--- src/design/sfd_pkg.sv ---
// Shared types and constants for the sensor frame deframer.
// No dependencies; imported by sfd_collect, sfd_decode, the core and the testbench.
package sfd_pkg;

    localparam int FRAME_LEN = 4 + 3 + 1 + 1;

    localparam logic [3:0] POS_NEED  = 4'd9;
    localparam logic [3:0] PROF_NEED = 4'd2;
    localparam logic [3:0] CNT_MAX   = 4'd15;

    localparam logic [7:0] SYNC_B = 8'h42;
    localparam logic [7:0] SYNC_Z = 8'h5A;

    localparam logic [31:0] ANGLE_ZERO = 32'h4000_0000;
    localparam logic [25:0] X_ZERO     = 26'h040_0000;

    localparam logic [1:0] MODE_POSITION = 2'd0;
    localparam logic [1:0] MODE_UNUSED   = 2'd3;

    localparam logic CFG_DEVICE_MODE = 1'b0;
    localparam logic CFG_TIP_HOLD    = 1'b1;

    typedef logic [FRAME_LEN-1:0][7:0] t_frame_bytes;

    typedef struct packed {
        logic vld;
        logic position;
        logic hold;
    } t_done;

endpackage

--- src/design/sfd_collect.sv ---
// Sync hunt and frame byte capture for the sensor frame deframer.
// Depends on sfd_pkg.
module sfd_collect (
    input  logic                 i_clk,
    input  logic                 i_rst_n,
    input  logic                 i_accept,
    input  logic [7:0]           i_rx_byte,
    input  logic [1:0]           i_mode,
    input  logic                 i_tip_hold,
    input  logic                 i_take,
    output sfd_pkg::t_done       o_done,
    output sfd_pkg::t_frame_bytes o_bytes
);
    import sfd_pkg::*;

    logic         r_in_frame;
    logic [3:0]   r_cnt;
    t_done        r_done;
    t_frame_bytes r_bytes;

    logic         n_in_frame;
    logic [3:0]   n_cnt;
    t_done        n_done;
    logic         position;
    logic         store_en;
    logic [3:0]   cnt_inc;
    logic [3:0]   need;

    assign position = (i_mode == MODE_POSITION);
    assign cnt_inc  = (r_cnt < CNT_MAX) ? r_cnt + 4'd1 : r_cnt;
    assign need     = position ? POS_NEED : PROF_NEED;
    assign store_en = i_accept && r_in_frame && (i_mode != MODE_UNUSED);

    always_comb begin
        n_in_frame = r_in_frame;
        n_cnt      = r_cnt;
        n_done     = r_done;
        if (i_take) begin
            n_done.vld = 1'b0;
        end
        if (i_accept) begin
            if (i_mode == MODE_UNUSED) begin
                n_in_frame = 1'b0;
                n_cnt      = 4'd0;
            end else if (!r_in_frame) begin
                if (i_rx_byte == SYNC_B || (!position && i_rx_byte == SYNC_Z)) begin
                    n_in_frame = 1'b1;
                    n_cnt      = 4'd0;
                end
            end else if (cnt_inc >= need) begin
                n_in_frame      = 1'b0;
                n_cnt           = 4'd0;
                n_done.vld      = 1'b1;
                n_done.position = position;
                n_done.hold     = i_tip_hold;
            end else begin
                n_cnt = cnt_inc;
            end
        end
    end

    always_ff @(posedge i_clk) begin
        if (!i_rst_n) begin
            r_in_frame <= 1'b0;
            r_cnt      <= 4'd0;
            r_done     <= '0;
        end else begin
            r_in_frame <= n_in_frame;
            r_cnt      <= n_cnt;
            r_done     <= n_done;
        end
    end

    always_ff @(posedge i_clk) begin
        for (int i = 0; i < FRAME_LEN; i++) begin
            if (store_en && r_cnt == 4'(i)) begin
                r_bytes[i] <= i_rx_byte;
            end
        end
    end

    assign o_done  = r_done;
    assign o_bytes = r_bytes;

endmodule

--- src/design/sfd_decode.sv ---
// Frame decode, frame counter, tip latch and result register.
// Depends on sfd_pkg.
module sfd_decode (
    input  logic                  i_clk,
    input  logic                  i_rst_n,
    input  sfd_pkg::t_done        i_done,
    input  sfd_pkg::t_frame_bytes i_bytes,
    input  logic                  i_out_stall,
    output logic                  o_take,
    output logic                  o_out_valid,
    output logic                  o_frame_kind,
    output logic signed [31:0]    o_angle_count,
    output logic signed [25:0]    o_x_position_nm,
    output logic [7:0]            o_alarm_code,
    output logic [15:0]           o_profile_value,
    output logic [31:0]           o_point_index,
    output logic [31:0]           o_tip_level
);
    import sfd_pkg::*;

    logic        r_out_valid;
    logic [31:0] r_counter;
    logic [31:0] r_tip;
    logic        r_kind;
    logic [31:0] r_angle;
    logic [25:0] r_xnm;
    logic [7:0]  r_alarm;
    logic [15:0] r_prof;
    logic [31:0] r_index;
    logic [31:0] r_tip_out;

    logic [31:0] raw_angle;
    logic [25:0] raw_x;
    logic [31:0] n_tip;

    assign o_take    = i_done.vld && (!r_out_valid || !i_out_stall);
    assign raw_angle = {i_bytes[3], i_bytes[2], i_bytes[1], i_bytes[0]};
    assign raw_x     = {2'b00, i_bytes[6], i_bytes[5], i_bytes[4]};
    assign n_tip     = (i_done.position && !i_done.hold) ? raw_angle : r_tip;

    always_ff @(posedge i_clk) begin
        if (!i_rst_n) begin
            r_out_valid <= 1'b0;
            r_counter   <= 32'd0;
            r_tip       <= 32'd0;
        end else begin
            r_out_valid <= o_take || (r_out_valid && i_out_stall);
            if (o_take) begin
                r_counter <= r_counter + 32'd1;
                r_tip     <= n_tip;
            end
        end
    end

    always_ff @(posedge i_clk) begin
        if (o_take) begin
            r_kind    <= !i_done.position;
            r_angle   <= i_done.position ? raw_angle - ANGLE_ZERO : 32'd0;
            r_xnm     <= i_done.position ? (raw_x - X_ZERO) << 1 : 26'd0;
            r_alarm   <= i_done.position ? i_bytes[8] : 8'd0;
            r_prof    <= i_done.position ? 16'd0 : {i_bytes[0], i_bytes[1]};
            r_index   <= r_counter;
            r_tip_out <= n_tip;
        end
    end

    assign o_out_valid     = r_out_valid;
    assign o_frame_kind    = r_kind;
    assign o_angle_count   = $signed(r_angle);
    assign o_x_position_nm = $signed(r_xnm);
    assign o_alarm_code    = r_alarm;
    assign o_profile_value = r_prof;
    assign o_point_index   = r_index;
    assign o_tip_level     = r_tip_out;

endmodule

--- src/design/sensor_frame_deframer_core.sv ---
// Sensor frame deframer: sync hunt, frame capture and decode of serial bytes.
// One byte accepted per cycle unless stalled; the last frame byte loads the done flag, then the result register.
// Input stalls only while a decoded frame waits behind a stalled result register.
// Synchronous active-low reset: hunting, counters and tip level cleared; data registers not reset.
// Depends on sfd_pkg, sfd_collect, sfd_decode.
module sensor_frame_deframer_core (
    input  logic               i_clk,
    input  logic               i_rst_n,
    input  logic               i_cfg_we,
    input  logic               i_cfg_index,
    input  logic [1:0]         i_cfg_data,
    input  logic               i_in_valid,
    output logic               o_in_stall,
    input  logic [7:0]         i_rx_byte,
    output logic               o_out_valid,
    input  logic               i_out_stall,
    output logic               o_frame_kind,
    output logic signed [31:0] o_angle_count,
    output logic signed [25:0] o_x_position_nm,
    output logic [7:0]         o_alarm_code,
    output logic [15:0]        o_profile_value,
    output logic [31:0]        o_point_index,
    output logic [31:0]        o_tip_level
);
    import sfd_pkg::*;

    logic [1:0]   r_mode;
    logic         r_tip_hold;
    t_done        done;
    t_frame_bytes frame;
    logic         take;
    logic         accept;

    always_ff @(posedge i_clk) begin
        if (!i_rst_n) begin
            r_mode     <= MODE_POSITION;
            r_tip_hold <= 1'b0;
        end else if (i_cfg_we) begin
            unique case (i_cfg_index)
                CFG_DEVICE_MODE: r_mode     <= i_cfg_data;
                CFG_TIP_HOLD:    r_tip_hold <= i_cfg_data[0];
                default:         r_mode     <= r_mode;
            endcase
        end
    end

    assign o_in_stall = done.vld && !take;
    assign accept     = i_in_valid && !o_in_stall;

    sfd_collect u_collect (
        .i_clk      (i_clk),
        .i_rst_n    (i_rst_n),
        .i_accept   (accept),
        .i_rx_byte  (i_rx_byte),
        .i_mode     (r_mode),
        .i_tip_hold (r_tip_hold),
        .i_take     (take),
        .o_done     (done),
        .o_bytes    (frame)
    );

    sfd_decode u_decode (
        .i_clk           (i_clk),
        .i_rst_n         (i_rst_n),
        .i_done          (done),
        .i_bytes         (frame),
        .i_out_stall     (i_out_stall),
        .o_take          (take),
        .o_out_valid     (o_out_valid),
        .o_frame_kind    (o_frame_kind),
        .o_angle_count   (o_angle_count),
        .o_x_position_nm (o_x_position_nm),
        .o_alarm_code    (o_alarm_code),
        .o_profile_value (o_profile_value),
        .o_point_index   (o_point_index),
        .o_tip_level     (o_tip_level)
    );

endmodule

--- config.mk ---
export PLATFORM = sky130hd
export DESIGN_NAME = sensor_frame_deframer_core
export DESIGN_NICKNAME = d
export VERILOG_FILES = /design/src/design/sfd_pkg.sv /design/src/design/sfd_collect.sv /design/src/design/sfd_decode.sv /design/src/design/sensor_frame_deframer_core.sv
export SDC_FILE = /design/constraint.sdc
export NUM_CORES = 1
export LEC_CHECK = 0
export BUFFER_PORTS_ARGS = -buffer_cell sky130_fd_sc_hd__buf_4
export CAP_MARGIN = 20
export CORE_ASPECT_RATIO = 1.2
export CORE_MARGIN = 10
export CORE_UTILIZATION = 55
export DETAILED_ROUTE_END_ITERATION = 6
export PLACE_DENSITY = 0.77
export SYNTH_ARGS = -nofsm -noshare
export SYNTH_HDL_FRONTEND = slang
export SYNTH_HIERARCHICAL = 1
export SYNTH_SLANG_ARGS = --single-unit
--- constraint.sdc ---
create_clock -name i_clk -period 9.6 [get_ports i_clk]
set_input_delay 0.48 -clock i_clk [delete_from_list [all_inputs] [get_ports i_clk]]
set_output_delay 0.48 -clock i_clk [all_outputs]
set_load 0.005 [all_outputs]
==> summary.md <==
| Metric | Value |
|---|---|
| Initial Util | `0.5642` |
| CTS root buf | `clkbuf_16` |
| CP top delay family | `simple AND/OR/NAND/NOR gates` |
| Final non-filler cell total | `between 1000 and 1500` |
| Worst-path cell chain | `a21bo_2 -> inv_6 -> nor2b_1 -> nor2b_1 -> nand3_1 -> nor3_1 -> and2_1` |
| Area Overhead vs Synth | `21.66%` |
| Initial DRC Count | `468` |
| Multi-input gate area | `2725 sq um` |
| WP buf/inv | `1` |
| Dpl hpwl | `14510 um` |
| Final WL | `22610 um` |
| CP max stage delay | `0.84 ns` |
| Synthesized cell area | `10760 sq um` |
| First-pass detailed-route iteration total | `5` |
| Ys Warns | `6` |
| Status | `complete, no violations` |
| Vias in the first global route | `between 6000 and 7000` |
| Pwr Density | `183.5 nW/um^2` |
| Die X | `147.7 um` |
| Mean Syn Cell Area | `about 14 sq um` |
| Fin. Hold Viols | `0` |
| Crit. End Element | `flop` |
| Final global-route overflow total | `0` |
| Unrepaired setup endpoints after global routing | `false` |
| Hold Crit Class | `in2reg` |
| Place WS | `roughly 5.4 ns` |
| Maximum VDD drop | `138.9 uV` |
| Layout Nets | `950` |
| CP dominant cell by count | `nor2b_1` |
| Fillers | `1316` |
| Max-slew headroom | `0.3083` |
| Die height | `173.2 um` |
| First-pass GRT wire length | `between 30000 and 40000 um` |
| CP max FO | `approximately 120` |
| Critical path class | `reg2reg` |
| Period utilisation layout | `0.4163` |
| # hold bufs at CTS | `0` |
| IO Pins | `~170` |
| Post-DRT Antenna Nets | `0` |
| Clock buffer count from CTS | `26` |
| Inserted Diodes | `0` |
| Final hold slack | `0.1989 ns` |
| Clk buf depth | `3` |
| Register area | `7829 sq um` |
| Total vias in the final route | `about 6500` |
| Lkg Pwr | `5.165 nW` |
| Clk Latency, worst-skew pair | `0.52 ns` |
| CTS sink count | `~290` |
| Gpl congestion | `0.7880` |
| Post-Synthesis Net Count | `792` |
| Setup Buffers After CTS | `0` |
| Setup_tns | `0 ns` |
| I/O Buffers | `163` |
| Min Clock Period, post-route | `3.997 ns` |
| Post-cts sizing count | `0` |
| WL/cell | `about 19 um` |
| Final Instance Area | `around 13000 sq um` |
| Clk pin slew, worst setup/hold paths | `0.06 ns` |
| Layout cell share with drive strength beyond 1 | `0.2677` |
| Die area | `roughly 26000 sq um` |
| Global Route Usage Sum | `0.1705` |
| Fin. max-slew vios | `0` |
| Pin count of the biggest net entering global routing | `123` |
| Placed inst area | `12170 sq um` |
| Final setup violation count | `0` |
| Core area | `19060 sq um` |
| Worst clock skew | `about 0.019 ns` |
| Gate count of the mapped netlist | `767` |
| # placed instances | `about 1200` |
| CTS tree | `yes` |
| Critical Path RT | `between 9 and 10 ns` |
| Via density | `between 5 and 6` |
| DRC violations left | `0` |
| Fmax | `250.2 MHz` |
| H-tree depth | `1` |
| MaxCap Viol Count | `0` |
| Worst setup margin | `5.603 ns` |
| # rows | `55` |
| CP arrival | `4.17 ns` |
| Worst slew pin tran | `between 1 and 1.5 ns` |
| Crit-path slowest cell | `inv_6` |
| Setup crit start kind | `flop` |
| Initial antenna violation count | `0` |
area by class of cell:
type / count / share of cell area
clock buffer: 36 / 0.05575
timing repair buffer: 167 / 0.09658
multi-input combinational: 429 / 0.2083
clock inverter: 12 / 0.01195
tap: 256 / 0.02448
sequential: 286 / 0.5983
inverter: 15 / 0.004685
layer usage:
layer  global-route usage  share of wire
met5                    0              0
met4              0.05583          0.023
met3              0.03839          0.066
met2               0.2815           0.49
met1               0.2174           0.42
tightest hold or removal path: cells and delay by family:
| family | cells | cell delay, ns |
|---|---|---|
| compound gates | 1 | 0.05 |
| buf+inv | 1 | 0.09 |
| simple gates | 1 | 0.07 |
through the flow:
stage / total power [W] / utilization
after floorplan: 0.001352 / -
after global placement: 0.001367 / 0.6387
after detailed placement: 0.001367 / 0.6387
after CTS: 0.002420 / 0.6851
after global routing: 0.002469 / 0.6864
final: 0.002402 / 0.6864
cell usage in the layout (no fill, tap or decap), types with 2 or more instances in the layout:
cell       instances
and4_1             3
nand3b_1           3
nand4_1           11
buf_4            165
mux2_2            32
nor3_1            36
nand3_1           14
nor4_1             2
or4_1             11
xnor2_1            3
nor2b_1           20
xor2_1             8
and2_1            68
or3_1              7
nand2b_1           8
or4_4              2
o31ai_1           10
or2_2              3
inv_1             13
ha_1               9
clkinv_2           5
clkbuf_8           2
clkbuf_16         27
mux2i_1            7
o311ai_0           4
o41ai_1            4
nor2b_4            2
edfxtp_1         210
a21oi_1           20
nand2_1           31
clkinv_1           3
and3_1             4
bufinv_16          4
nor2_1            81
clkbuf_1           7
a32o_1             2
o21ai_0            8
dfxtp_1           75
a21boi_0           2
power breakdown:
group / total [W] / internal, W / switching (W)
combinational: 0.0000273 / 0.00000872 / 0.0000186
sequential: 0.00131 / 0.00131 / 0.000000761
clock: 0.00106 / 0.000637 / 0.000423
total: 0.00240 / 0.00196 / 0.000442
registers in the layout, indices dropped and copies added (netlist names), 2 cells and up:
signal                    count
u_decode/o_x_position_nm     25
u_decode/r_counter           32
u_decode/o_point_index       32
u_collect/r_cnt               4
r_mode                        2
u_decode/o_alarm_code         8
u_decode/o_angle_count       32
u_decode/r_tip               32
u_collect/o_done              3
u_collect/o_bytes            64
u_decode/o_profile_value     16
u_decode/o_tip_level         32
final timing paths:
check,slack (ns),cells past startpoint,to,from
worst max register to register,5.60,7,u_collect/o_bytes[31],u_collect/o_done[2]
worst min register to register,0.45,2,u_collect/o_done[0],r_tip_hold
worst max-delay path,5.60,7,u_collect/o_bytes[31],u_collect/o_done[2]
worst min-delay path,0.20,3,u_decode/o_out_valid,i_out_stall
Power figures use the tool's default switching activity.
